==> src/rtl/bqpt_pkg.sv <==
// ----------------------------------------------------------------------------
// bqpt_pkg
// Fixed-point types, coefficient table and rounding helpers for the
// band-pass biquad cascade and peak tracker.
// ----------------------------------------------------------------------------
`default_nettype none

package bqpt_pkg;

	localparam int COEF_W  = 24;  // Q3.20
	localparam int DELAY_W = 32;  // Q11.20
	localparam int FRAC    = 20;
	localparam int PROD_W  = COEF_W + DELAY_W;
	localparam int ACC_W   = PROD_W + 2;
	localparam int RND_W   = ACC_W - FRAC;
	localparam int SAT_W   = 40;

	typedef logic signed [COEF_W-1:0]  coef_t;
	typedef logic signed [DELAY_W-1:0] delay_t;
	typedef logic signed [PROD_W-1:0]  prod_t;
	typedef logic signed [ACC_W-1:0]   acc_t;

	// coefficient select codes
	localparam logic [2:0] CS_B0 = 3'd0;
	localparam logic [2:0] CS_B1 = 3'd1;
	localparam logic [2:0] CS_B2 = 3'd2;
	localparam logic [2:0] CS_A1 = 3'd3;
	localparam logic [2:0] CS_A2 = 3'd4;

	localparam coef_t ONE_Q = 24'sd1048576;
	localparam coef_t TWO_Q = 24'sd2097152;

	// a terms are stored negated; section indices ten and above pass the signal through
	function automatic coef_t coef(input logic [3:0] sec, input logic [2:0] sel);
		coef_t b0, b1, b2, a1, a2;
		coef_t c;
		b0 = ONE_Q;
		b1 = 24'sd0;
		b2 = 24'sd0;
		a1 = 24'sd0;
		a2 = 24'sd0;
		unique case (sec)
			4'd0: begin
				b0 = 24'sd807912;  b1 = -24'sd1615824; b2 = 24'sd807912;
				a1 = 24'sd1964863; a2 = -24'sd920557;
			end
			4'd1: begin
				b1 = -TWO_Q; b2 = ONE_Q; a1 = 24'sd1976696; a2 = -24'sd932415;
			end
			4'd2: begin
				b1 = -TWO_Q; b2 = ONE_Q; a1 = 24'sd1999583; a2 = -24'sd955351;
			end
			4'd3: begin
				b1 = -TWO_Q; b2 = ONE_Q; a1 = 24'sd2031935; a2 = -24'sd987772;
			end
			4'd4: begin
				b1 = TWO_Q; b2 = ONE_Q; a1 = -24'sd2064843; a2 = -24'sd1016522;
			end
			4'd5: begin
				b1 = TWO_Q; b2 = ONE_Q; a1 = -24'sd2067943; a2 = -24'sd1019622;
			end
			4'd6: begin
				b1 = TWO_Q; b2 = ONE_Q; a1 = -24'sd2073859; a2 = -24'sd1025540;
			end
			4'd7: begin
				b1 = -TWO_Q; b2 = ONE_Q; a1 = 24'sd2071301; a2 = -24'sd1027223;
			end
			4'd8: begin
				b1 = TWO_Q; b2 = ONE_Q; a1 = -24'sd2082050; a2 = -24'sd1033731;
			end
			4'd9: begin
				b1 = TWO_Q; b2 = ONE_Q; a1 = -24'sd2091756; a2 = -24'sd1043438;
			end
			default: begin
			end
		endcase
		unique case (sel)
			CS_B0:   c = b0;
			CS_B1:   c = b1;
			CS_B2:   c = b2;
			CS_A1:   c = a1;
			CS_A2:   c = a2;
			default: c = 24'sd0;
		endcase
		return c;
	endfunction

	// round to Q.20, half up
	function automatic logic signed [RND_W-1:0] round_frac(input acc_t a);
		acc_t t;
		t = a + (ACC_W'(1) <<< (FRAC - 1));
		return t[ACC_W-1:FRAC];
	endfunction

	function automatic delay_t sat_delay(input logic signed [SAT_W-1:0] v);
		delay_t r;
		if (v > 40'sd2147483647) begin
			r = 32'sh7fffffff;
		end else if (v < -40'sd2147483648) begin
			r = 32'sh80000000;
		end else begin
			r = v[DELAY_W-1:0];
		end
		return r;
	endfunction

endpackage

`default_nettype wire

==> src/rtl/bqpt_ram.sv <==
// ----------------------------------------------------------------------------
// bqpt_ram
// Generic single-write, single-read RAM with a registered read port.
// ----------------------------------------------------------------------------
`default_nettype none

module bqpt_ram #(
	parameter int WIDTH = 32,
	parameter int DEPTH = 20
) (
	input  wire logic                     clk,
	input  wire logic                     we,
	input  wire logic [$clog2(DEPTH)-1:0] waddr,
	input  wire logic [WIDTH-1:0]         wdata,
	input  wire logic [$clog2(DEPTH)-1:0] raddr,
	output logic      [WIDTH-1:0]         rdata
);

	logic [WIDTH-1:0] mem [DEPTH];

	always_ff @(posedge clk) begin
		if (we) begin
			mem[waddr] <= wdata;
		end
		rdata <= mem[raddr];
	end

endmodule

`default_nettype wire

==> src/rtl/biquad_bandpass_peak_tracker_top.sv <==
// ----------------------------------------------------------------------------
// biquad_bandpass_peak_tracker_top
// Band-pass biquad cascade on a shared multiplier with block peak tracking.
// ----------------------------------------------------------------------------
// One sample in, one result out. The sample runs through SECTIONS transposed
// direct-form-II biquads whose d1/d2 delays live in a small RAM; a single
// registered multiplier works through five products per section in the
// six-step read-multiply-writeback sequence that each section runs.
// The next sample is taken as soon as the previous one has reached the
// result register. filtered is saturated to SAMPLE_BITS; block_peak holds
// the largest |filtered| of the block on the item marked end_of_block and is
// zero otherwise. Delays start at zero after reset and persist across blocks.
`default_nettype none

module biquad_bandpass_peak_tracker_top #(
	parameter int SECTIONS    = 10,
	parameter int SAMPLE_BITS = 16
) (
	input  wire logic                          clk,
	input  wire logic                          arst_n,
	input  wire logic                          sample_valid,
	output logic                               sample_stall,
	input  wire logic signed [SAMPLE_BITS-1:0] sample,
	input  wire logic                          end_of_block,
	output logic                               result_valid,
	input  wire logic                          result_stall,
	output logic signed [SAMPLE_BITS-1:0]      filtered,
	output logic [SAMPLE_BITS-2:0]             block_peak,
	output logic                               is_last
);

	localparam int DEPTH  = 2 * SECTIONS;
	localparam int ADDR_W = $clog2(DEPTH);
	localparam int SEC_W  = (SECTIONS > 1) ? $clog2(SECTIONS) : 1;
	localparam int UPSH   = (SAMPLE_BITS <= 21) ? 21 - SAMPLE_BITS : 0;
	localparam int DNSH   = (SAMPLE_BITS > 21) ? SAMPLE_BITS - 21 : 0;
	localparam int OW     = bqpt_pkg::DELAY_W + DNSH + 1;
	localparam int RND    = (UPSH > 0) ? (1 << (UPSH - 1)) : 0;
	localparam logic signed [OW-1:0] SMAX = OW'((1 << (SAMPLE_BITS - 1)) - 1);
	localparam logic signed [OW-1:0] SMIN = -SMAX - OW'(1);

	localparam logic [2:0] ST_IDLE = 3'd0;
	localparam logic [2:0] ST_B0   = 3'd1;
	localparam logic [2:0] ST_B1   = 3'd2;
	localparam logic [2:0] ST_A1   = 3'd3;
	localparam logic [2:0] ST_B2   = 3'd4;
	localparam logic [2:0] ST_A2   = 3'd5;
	localparam logic [2:0] ST_D2W  = 3'd6;
	localparam logic [2:0] ST_OUT  = 3'd7;

	logic [2:0]            state_q;
	logic [SEC_W-1:0]      sec_q;
	logic                  last_q;
	bqpt_pkg::delay_t      x_q;
	bqpt_pkg::delay_t      yo_q;
	bqpt_pkg::delay_t      d2_q;
	bqpt_pkg::prod_t       prod_q;
	bqpt_pkg::acc_t        acc_q;
	logic [DEPTH-1:0]      dvalid_q;
	logic                  rd_valid_q;
	logic [SAMPLE_BITS-2:0] peak_q;

	logic                  in_xfer;
	logic                  out_xfer;
	logic                  res_load;
	logic                  last_sec;
	logic [ADDR_W-1:0]     addr_d1;
	logic [ADDR_W-1:0]     addr_d2;
	logic [ADDR_W-1:0]     raddr;
	logic [ADDR_W-1:0]     waddr;
	logic                  ram_we;
	bqpt_pkg::delay_t      wdata;
	logic [bqpt_pkg::DELAY_W-1:0] rdata;
	bqpt_pkg::delay_t      rd_masked;
	logic [2:0]            csel;
	bqpt_pkg::coef_t       mcoef;
	bqpt_pkg::delay_t      mop;
	bqpt_pkg::acc_t        acc_y;
	bqpt_pkg::delay_t      y_sec;
	bqpt_pkg::delay_t      d1_new;
	bqpt_pkg::delay_t      d2_new;
	bqpt_pkg::delay_t      x_conv;
	logic signed [OW-1:0]  yw;
	logic signed [SAMPLE_BITS-1:0] y_out;
	logic [SAMPLE_BITS-1:0] y_neg;
	logic [SAMPLE_BITS-2:0] mag;
	logic [SAMPLE_BITS-2:0] peak_new;

	assign sample_stall = (state_q != ST_IDLE);
	assign in_xfer      = sample_valid && !sample_stall;
	assign out_xfer     = result_valid && !result_stall;
	assign res_load     = (state_q == ST_OUT) && (!result_valid || !result_stall);
	assign last_sec     = (sec_q == SEC_W'(SECTIONS - 1));
	assign addr_d1      = ADDR_W'({sec_q, 1'b0});
	assign addr_d2      = ADDR_W'({sec_q, 1'b1});

	// input scaled to Q11.20
	assign x_conv = (32'(sample) <<< UPSH) >>> DNSH;

	// ram access: d1 read in b0 step, d2 read in b1 step
	assign raddr  = (state_q == ST_B1) ? addr_d2 : addr_d1;
	assign ram_we = (state_q == ST_A2) || (state_q == ST_D2W);
	assign waddr  = (state_q == ST_D2W) ? addr_d2 : addr_d1;
	assign wdata  = (state_q == ST_D2W) ? d2_new : d1_new;
	// entries not yet written since reset read as zero
	assign rd_masked = rd_valid_q ? bqpt_pkg::delay_t'(rdata) : '0;

	bqpt_ram #(
		.WIDTH(bqpt_pkg::DELAY_W),
		.DEPTH(DEPTH)
	) u_delay_ram (
		.clk  (clk),
		.we   (ram_we),
		.waddr(waddr),
		.wdata(wdata),
		.raddr(raddr),
		.rdata(rdata)
	);

	always_comb begin
		unique case (state_q)
			ST_B1:   csel = bqpt_pkg::CS_B1;
			ST_A1:   csel = bqpt_pkg::CS_A1;
			ST_B2:   csel = bqpt_pkg::CS_B2;
			ST_A2:   csel = bqpt_pkg::CS_A2;
			default: csel = bqpt_pkg::CS_B0;
		endcase
	end

	assign mcoef = bqpt_pkg::coef(4'(sec_q), csel);
	assign mop   = ((state_q == ST_A1) || (state_q == ST_A2)) ? yo_q : x_q;

	// section arithmetic
	assign acc_y  = bqpt_pkg::ACC_W'(prod_q)
		+ (bqpt_pkg::ACC_W'(rd_masked) <<< bqpt_pkg::FRAC);
	assign y_sec  = bqpt_pkg::sat_delay(bqpt_pkg::SAT_W'(bqpt_pkg::round_frac(acc_y)));
	assign d1_new = bqpt_pkg::sat_delay(bqpt_pkg::SAT_W'(bqpt_pkg::round_frac(acc_q))
		+ bqpt_pkg::SAT_W'(d2_q));
	assign d2_new = bqpt_pkg::sat_delay(bqpt_pkg::SAT_W'(
		bqpt_pkg::round_frac(acc_q + bqpt_pkg::ACC_W'(prod_q))));

	// back to sample scale, saturated
	always_comb begin
		yw = ((OW'(x_q) <<< DNSH) + OW'(RND)) >>> UPSH;
		if (yw > SMAX) begin
			yw = SMAX;
		end else if (yw < SMIN) begin
			yw = SMIN;
		end
		y_out = yw[SAMPLE_BITS-1:0];
		y_neg = -y_out;
		if (!y_out[SAMPLE_BITS-1]) begin
			mag = y_out[SAMPLE_BITS-2:0];
		end else if (y_neg[SAMPLE_BITS-1]) begin
			// most negative value: magnitude clips
			mag = '1;
		end else begin
			mag = y_neg[SAMPLE_BITS-2:0];
		end
		peak_new = (mag > peak_q) ? mag : peak_q;
	end

	always_ff @(posedge clk or negedge arst_n) begin
		if (!arst_n) begin
			state_q    <= ST_IDLE;
			sec_q      <= '0;
			dvalid_q   <= '0;
			rd_valid_q <= 1'b0;
			peak_q     <= '0;
		end else begin
			rd_valid_q <= dvalid_q[raddr];
			if (ram_we) begin
				dvalid_q[waddr] <= 1'b1;
			end
			unique case (state_q)
				ST_IDLE: begin
					if (in_xfer) begin
						state_q <= ST_B0;
						sec_q   <= '0;
					end
				end
				ST_B0:  state_q <= ST_B1;
				ST_B1:  state_q <= ST_A1;
				ST_A1:  state_q <= ST_B2;
				ST_B2:  state_q <= ST_A2;
				ST_A2:  state_q <= ST_D2W;
				ST_D2W: begin
					if (last_sec) begin
						state_q <= ST_OUT;
					end else begin
						state_q <= ST_B0;
						sec_q   <= sec_q + SEC_W'(1);
					end
				end
				ST_OUT: begin
					if (res_load) begin
						state_q <= ST_IDLE;
						peak_q  <= last_q ? '0 : peak_new;
					end
				end
				default: state_q <= ST_IDLE;
			endcase
		end
	end

	// datapath registers
	always_ff @(posedge clk) begin
		prod_q <= mcoef * mop;
		if (in_xfer) begin
			x_q    <= x_conv;
			last_q <= end_of_block;
		end
		unique case (state_q)
			ST_B1:  yo_q  <= y_sec;
			ST_A1: begin
				acc_q <= bqpt_pkg::ACC_W'(prod_q);
				d2_q  <= rd_masked;
			end
			ST_B2:  acc_q <= acc_q + bqpt_pkg::ACC_W'(prod_q);
			ST_A2:  acc_q <= bqpt_pkg::ACC_W'(prod_q);
			ST_D2W: x_q   <= yo_q;
			default: begin
			end
		endcase
	end

	// result register
	always_ff @(posedge clk or negedge arst_n) begin
		if (!arst_n) begin
			result_valid <= 1'b0;
		end else if (res_load) begin
			result_valid <= 1'b1;
		end else if (out_xfer) begin
			result_valid <= 1'b0;
		end
	end

	always_ff @(posedge clk) begin
		if (res_load) begin
			filtered   <= y_out;
			block_peak <= last_q ? peak_new : '0;
			is_last    <= last_q;
		end
	end

	// a transfer starts the first section
	a_start: assert property (@(posedge clk) disable iff (!arst_n)
		in_xfer |=> (state_q == ST_B0) && (sec_q == '0))
		else $error("accepted sample did not start the cascade");

	// delays are only written in the two writeback steps
	a_write: assert property (@(posedge clk) disable iff (!arst_n)
		ram_we |-> (state_q == ST_A2 || state_q == ST_D2W))
		else $error("delay ram written outside writeback");

	// peak is reported only on the last item of a block
	a_peak_zero: assert property (@(posedge clk) disable iff (!arst_n)
		(result_valid && !is_last) |-> (block_peak == '0))
		else $error("peak reported on a non-last item");

	// running peak clears once the block is closed
	a_peak_clear: assert property (@(posedge clk) disable iff (!arst_n)
		(res_load && last_q) |=> (peak_q == '0))
		else $error("running peak not cleared at block end");

endmodule

`default_nettype wire
==> config.mk <==
export PLATFORM = sky130hd
export DESIGN_NAME = biquad_bandpass_peak_tracker_top
export DESIGN_NICKNAME = d
export VERILOG_FILES = /design/src/rtl/bqpt_pkg.sv /design/src/rtl/bqpt_ram.sv /design/src/rtl/biquad_bandpass_peak_tracker_top.sv
export SDC_FILE = /design/constraint.sdc
export NUM_CORES = 2
export LEC_CHECK = 0
export ABC_AREA = 1
export BUFFER_PORTS_ARGS = -buffer_cell sky130_fd_sc_hd__buf_2
export CORE_ASPECT_RATIO = 1.4
export CORE_MARGIN = 5
export CORE_UTILIZATION = 50
export CTS_BUF_LIST = sky130_fd_sc_hd__clkbuf_4
export CTS_CLUSTER_DIAMETER = 40
export DETAILED_ROUTE_END_ITERATION = 16
export PLACE_DENSITY = 0.65
export SLEW_MARGIN = 10
export SYNTH_ARGS = -nofsm -noshare
export SYNTH_HDL_FRONTEND = slang
export SYNTH_SLANG_ARGS = --single-unit
==> constraint.sdc <==
create_clock -name clk -period 11.6 [get_ports clk]
set_input_delay 3.48 -clock clk [delete_from_list [all_inputs] [get_ports clk]]
set_output_delay 3.48 -clock clk [all_outputs]
set_load 0.02 [all_outputs]
### Yosys cells after proc, flatten, opt, wreduce, memory -nomap -nowiden

Memory sizes are Yosys's and may differ from the RTL's. A register that Yosys moved wholly into a read port is not among the register bits.
Index checks and enable logic that the tools add are counted.

| word-level totals | value |
|---|---|
| register bits | 287 |
| bits in writable memories | 640 |
| bits of input ports | 21 |
| output and inout bits | 34 |
| word-level logic and storage cells | 128 |
| memories kept | 1 |

| operators by class | value |
|---|---|
| add/subtract/negate cells | 9 |
| $mul | 1 |
| magnitude comparators | 12 |
| eq/ne operators | 23 |
| mux-type cells | 41 |
| bitwise gates (word level) | 1 |
| reduce and logical (&&, ||, !) cells | 25 |

Memories:

| memory | words | width | rd ports | clocked after memory_dff | write ports | RTL line | RTL |
|---|---|---|---|---|---|---|---|
| u_delay_ram.mem | 20 | 32 | 1 | 1 | 1 | bqpt_ram.sv:19 | `logic [WIDTH-1:0] mem [DEPTH];` |

Operators by type and width:

| cell | count |
|---|---|
| case mux 24 bit (10 select lines) | 2 |
| two-way mux 32 bit | 10 |
| case mux 24 bit (5 select lines) | 1 |
| adder 58 x 21 -> 58 bit, second input constant | 2 |
| case mux 58 bit (2 select lines) | 1 |
| greater-than comparator 38 x 32 -> 1 bit, second input constant | 2 |
| < comparator 38 x 32 -> 1 bit, second input constant | 2 |
| case mux 24 bit (3 select lines) | 1 |
| two-way mux 15 bit | 4 |
| adder 57 x 21 -> 58 bit, second input constant | 1 |
| adder 58 x 56 -> 58 bit | 1 |
| adder 56 x 52 -> 57 bit | 1 |
| multiplier 24 x 32 -> 56 bit | 1 |
| case mux 21 bit (2 select lines) | 1 |
| adder 38 x 32 -> 39 bit | 1 |
| greater-than comparator 39 x 32 -> 1 bit, second input constant | 1 |
| < comparator 39 x 32 -> 1 bit, second input constant | 1 |
| adder 32 x 6 -> 33 bit, second input constant | 1 |
| two-way mux 16 bit | 2 |
| greater-than comparator 28 x 16 -> 1 bit, second input constant | 1 |
| < comparator 28 x 16 -> 1 bit, second input constant | 1 |
| case mux 3 bit (8 select lines) | 1 |
| two-way mux 21 bit | 1 |
| OR 20 bit | 1 |
| 33 further kinds | 71 |

### Depth between registers and ports, before layout

| depth | value |
|---|---|
| depth in word-level cells | 10 |
| depth in mapped cells | 50 |

### Cells and area by module

A second synthesis with hierarchy kept.

| unflattened totals | value |
|---|---|
| cell total of the unflattened synthesis | 9,472 |
| area total of the unflattened synthesis | 80,021.7 um2 |

By module, submodules not included:

| module | times used | cells each | area each (um2) | seq. area each (um2) |
|---|---|---|---|---|
| biquad_bandpass_peak_tracker_top | 1 | 7,316 | 53,430.0 | 7,837.5 |
| bqpt_ram | 1 | 2,156 | 26,591.8 | 19,859.0 |

### Worst setup path after synthesis

No wires, ideal clock.

| timing | value |
|---|---|
| path kind | reg-to-reg |
| from | register sec_q[0] |
| to | register prod_q[53] |
| setup time | 126 ps |
| arrival time | 8,687 ps |
| path slack | 2,787 ps |
| stages on the path, launching flop included | 34 |
| buffers on the path | 5 |
| period minus slack after synthesis | 8,813 ps |
| cells stage by stage | dfrtp_1 > inv_1 > clkbuf_1 > clkbuf_1 > clkbuf_1 > ha_1 > inv_1 > nor2_1 > clkbuf_1 > inv_1 > nand2_1 > nor2_1 > o21ai_0 > clkbuf_1 > nand2_1 > fa_1 > inv_1 > fa_1 > inv_1 > fa_1 > inv_1 > fa_1 > fa_1 > fa_1 > inv_1 > fa_1 > inv_1 > ha_1 > a21oi_1 > o21a_1 > o21ai_0 > a221oi_1 > o211ai_1 > xor2_1 |

| between the ends | value |
|---|---|
| word-level cells in the longest chain between the ends | 5 |
| elaborated cells between the ends (all ways) | 20 |
| classes of those cells | mul (1); eq/ne (9); mux (6); reduce/logical (4) |

Ends and longest elaborated chain:

| what | RTL line | RTL |
|---|---|---|
| start, declared | biquad_bandpass_peak_tracker_top.sv:52 | `logic [SEC_W-1:0] sec_q;` |
| start signal, assigned | biquad_bandpass_peak_tracker_top.sv:192 | `sec_q <= sec_q + SEC_W'(1);` |
| equality test 4 bit, or another cell as far along | bqpt_pkg.sv:42 | `unique case (sec)` |
| OR reduction 9 bit (no source line), or another cell as far along | - |  |
| case mux 21 bit (2 select lines) / case mux 24 bit (3 select lines) (equally long branches) | bqpt_pkg.sv:42 |  |
| case mux 24 bit (5 select lines) * | bqpt_pkg.sv:77 | `unique case (sel)` |
| multiplier 24 x 32 -> 56 bit * | biquad_bandpass_peak_tracker_top.sv:208 | `prod_q <= mcoef * mop;` |
| end signal, assigned | biquad_bandpass_peak_tracker_top.sv:208 |  |
| end, declared | biquad_bandpass_peak_tracker_top.sv:57 | `bqpt_pkg::prod_t prod_q;` |

Mark *: on every way between the ends. The rest lies on a longest branch, timed or not.
A chain may end at the register's enable or synchronous reset.

### Worst setup path after layout

| timing | value |
|---|---|
| from | register sec_q[0] |
| to | register prod_q[43] |

Same word-level chain as after synthesis.

==> summary.txt <==
Starting density of the core = 50.1%
Vias in the first global route = 65106
Setup crit start kind = register
Crit-path max FO = 53
Vias = 63030
Final setup fails = 0
Area grow syn2layout = 7.88%
Final Skew = 0.0814 ns
Die width = 345 µm
Antenna violations before repair = 5
Largest net degree at the start of global routing = 111
GRT Max-Usage Layer = met2
Post-synthesis cell count = 9098
Highest clock rate = 97.3 MHz
Critical Setup Path Class = reg -> reg
Hold Vio Cnt, Final = 0
CTS H-tree depth = 4
Arrival time worst endpoint = 11.34 ns
Most common cell after layout, fill and taps aside = nand2_1
Layout cells sized above 1 = 8.63%
Outcome = finished clean
Clk sinks = 959
GPL Wtd Cong = 1.00
Max-slew headroom = 22.6%
Post-synth cell types = 65
Reg2reg start = sec_q[0]
PortBufs = 54
Die area = 165000 µm²
Clock Pin Slew Worst Setup and Hold Paths = 0.07 ns
Slowest cell on the critical path = o21ai_0
Minimum clock period = 10.28 ns
Setup TNS = 0 ns
Async set-reset flop share out of synthesis = 4.59%
Sequential share of the synthesized area = 35.3%
Fill count = 14730
Register area = 27700 µm²
Hold Path Sink = dvalid_q[2]
# rows = 172
CTS resizes = 0
Post-synth EDFFs = 827
Most frequent cells in the layout = nand2_1, inv_1, nor2_1
Worst Path Required = 12.66 ns
R2R Setup Slk = 1.32 ns
Reg2Reg Depth = 35
First-pass DRT Iterations = 6
Synthesized flop and latch total = 959
Total CTS buffers = 233
WL final = 260 mm
M2 GR Usage = 55.8%
Max Cap Viol = 0
Post-detail-place hpwl = 198 mm
Worst-Margin Slew = 1.16 ns
Chip Height = 479 µm
Met1 GRT Util = 36.5%
Mean Syn Cell Area = 8.62 µm²
# nets final = 10334
Num ports = 55
Unrepaired setup endpoints after global routing = no
Mapped Area = 78500 µm²
Post-detailed-route count of antenna-violating nets = 0
Ys flop type = edfxtp_1
Ys Warns = 0
Reg-to-reg endpoint = prod_q[43]
Worst Hold Path Cells = 2
Overflow after GRT = 0
Max incr delay on CP = 0.60 ns
Min-Delay Startpoint = dvalid_q[2]
Routed len/inst = 22.6 µm
Post-synth net total = 10209
CORE AREA = 156000 µm²
Clock root buffer = clkbuf_4
CTS max path bufs = 3
Area of the multi-input gates = 43100 µm²
Final worst path period share = 88.6%
Post-CTS Setup Bufs = 0
First-pass GRT wire length = 392 mm
TritonCTS clock tree = done
DRC = 0
GR Util met3 = 4.27%
Vias per cell = 5.47
Worst skew pair latency = 1.22 ns
HP Class = reg -> reg
Crit. End Element = register
Total track usage = 31.7%
Hold Buf Count CTS = 0
Max-slew violation count = 0
DRT iter0 DRCs = 4693
==> cell families after synthesis <==
group,share of synthesized area [%]
buffers and inverters,10.1
AO/OA/AOI/OAI,8.53
AND/OR/NAND/NOR,18.4
XOR/XNOR,2.71
adder cells (fa/ha/maj),24.9
flip-flops,35.3
==> final cells by class <==
cell class	count	area share [%]
diodes	4	0.0118
clock buffers	359	3.18
clock inverters	80	0.622
inverters	1804	8.01
multi-input cells	6039	50.9
flip-flops and latches	959	32.7
well taps	2088	3.09
repair buffers	186	1.49
==> layer usage <==
metal | vias up | part of all wire [%]
met5 | - | 0.0038
met4 | 2 | 7.4
met3 | 769 | 5.9
met2 | 2462 | 50
met1 | 30774 | 36
li1 | 29023 | -
==> sequential cells by signal (all words and copies together), names as in the netlist <==
name and count:
acc_q 58, block_peak 15, d2_q 32, dvalid_q 20, filtered 16, is_last 1
last_q 1, peak_q 15, prod_q 56, rd_valid_q 1, result_valid 1, sec_q 4
state_q 3, u_delay_ram.mem 640, u_delay_ram.rdata 32, x_q 32, yo_q 32
==> stage by stage <==
stage	instance area, µm²	hold slack (ns)	utilization, %	worst slack, ns	std cells
floorplan	78500	0.427	-	2.79	9098
global placement	81400	0.441	52.0	1.43	11076
detailed placement	81400	0.448	52.0	1.53	11076
CTS	84600	0.463	54.1	1.47	11515
global route	84600	0.479	54.1	0.894	11519
finish	84600	0.463	54.1	1.32	11519
==> worst max path at each step <==
stage	from	end
after floorplan	sec_q[0]	prod_q[53]
after global placement	sec_q[0]	prod_q[43]
after detailed placement	sec_q[0]	prod_q[43]
after CTS	sec_q[0]	prod_q[43]
after global routing	sec_q[0]	prod_q[53]
final	sec_q[0]	prod_q[43]
==> cell usage after synthesis, drive strengths merged, types with 14 or more instances <==
cell / instances / area [µm²]
clkinv: 23 / 86.3
o21bai: 14 / 105
o21ai: 596 / 2990
a21o: 16 / 120
nand4: 81 / 507
a221oi: 26 / 228
buf: 28 / 179
ha: 304 / 3800
nor3: 42 / 252
nor2: 1140 / 4540
xnor2: 111 / 991
a221o: 16 / 160
o22ai: 143 / 895
a21oi: 275 / 1380
o21a: 28 / 210
dfrtp: 44 / 1100
edfxtp: 827 / 24800
or2: 18 / 113
nand3: 236 / 1310
a31oi: 46 / 288
clkbuf: 267 / 1000
dfxtp: 88 / 1760
o211ai: 15 / 118
fa: 786 / 15700
xor2: 130 / 1140
inv: 1781 / 6690
nand2: 1951 / 7440
==> critical path, delay by kind of cell, from the launching register on <==
kind / cells / cell delay (ns)
AO/OA/AOI/OAI: 7 / 1.77
XOR/XNOR: 1 / 0.27
AND/OR/NAND/NOR: 9 / 2.04
adder cells (fa/ha/maj): 9 / 4.29
flip-flops: 1 / 0.44
buffers and inverters: 9 / 1.35
Power is not shown: default switching activity piles up to over one toggle a cycle in this logic, so the estimate is an artifact.
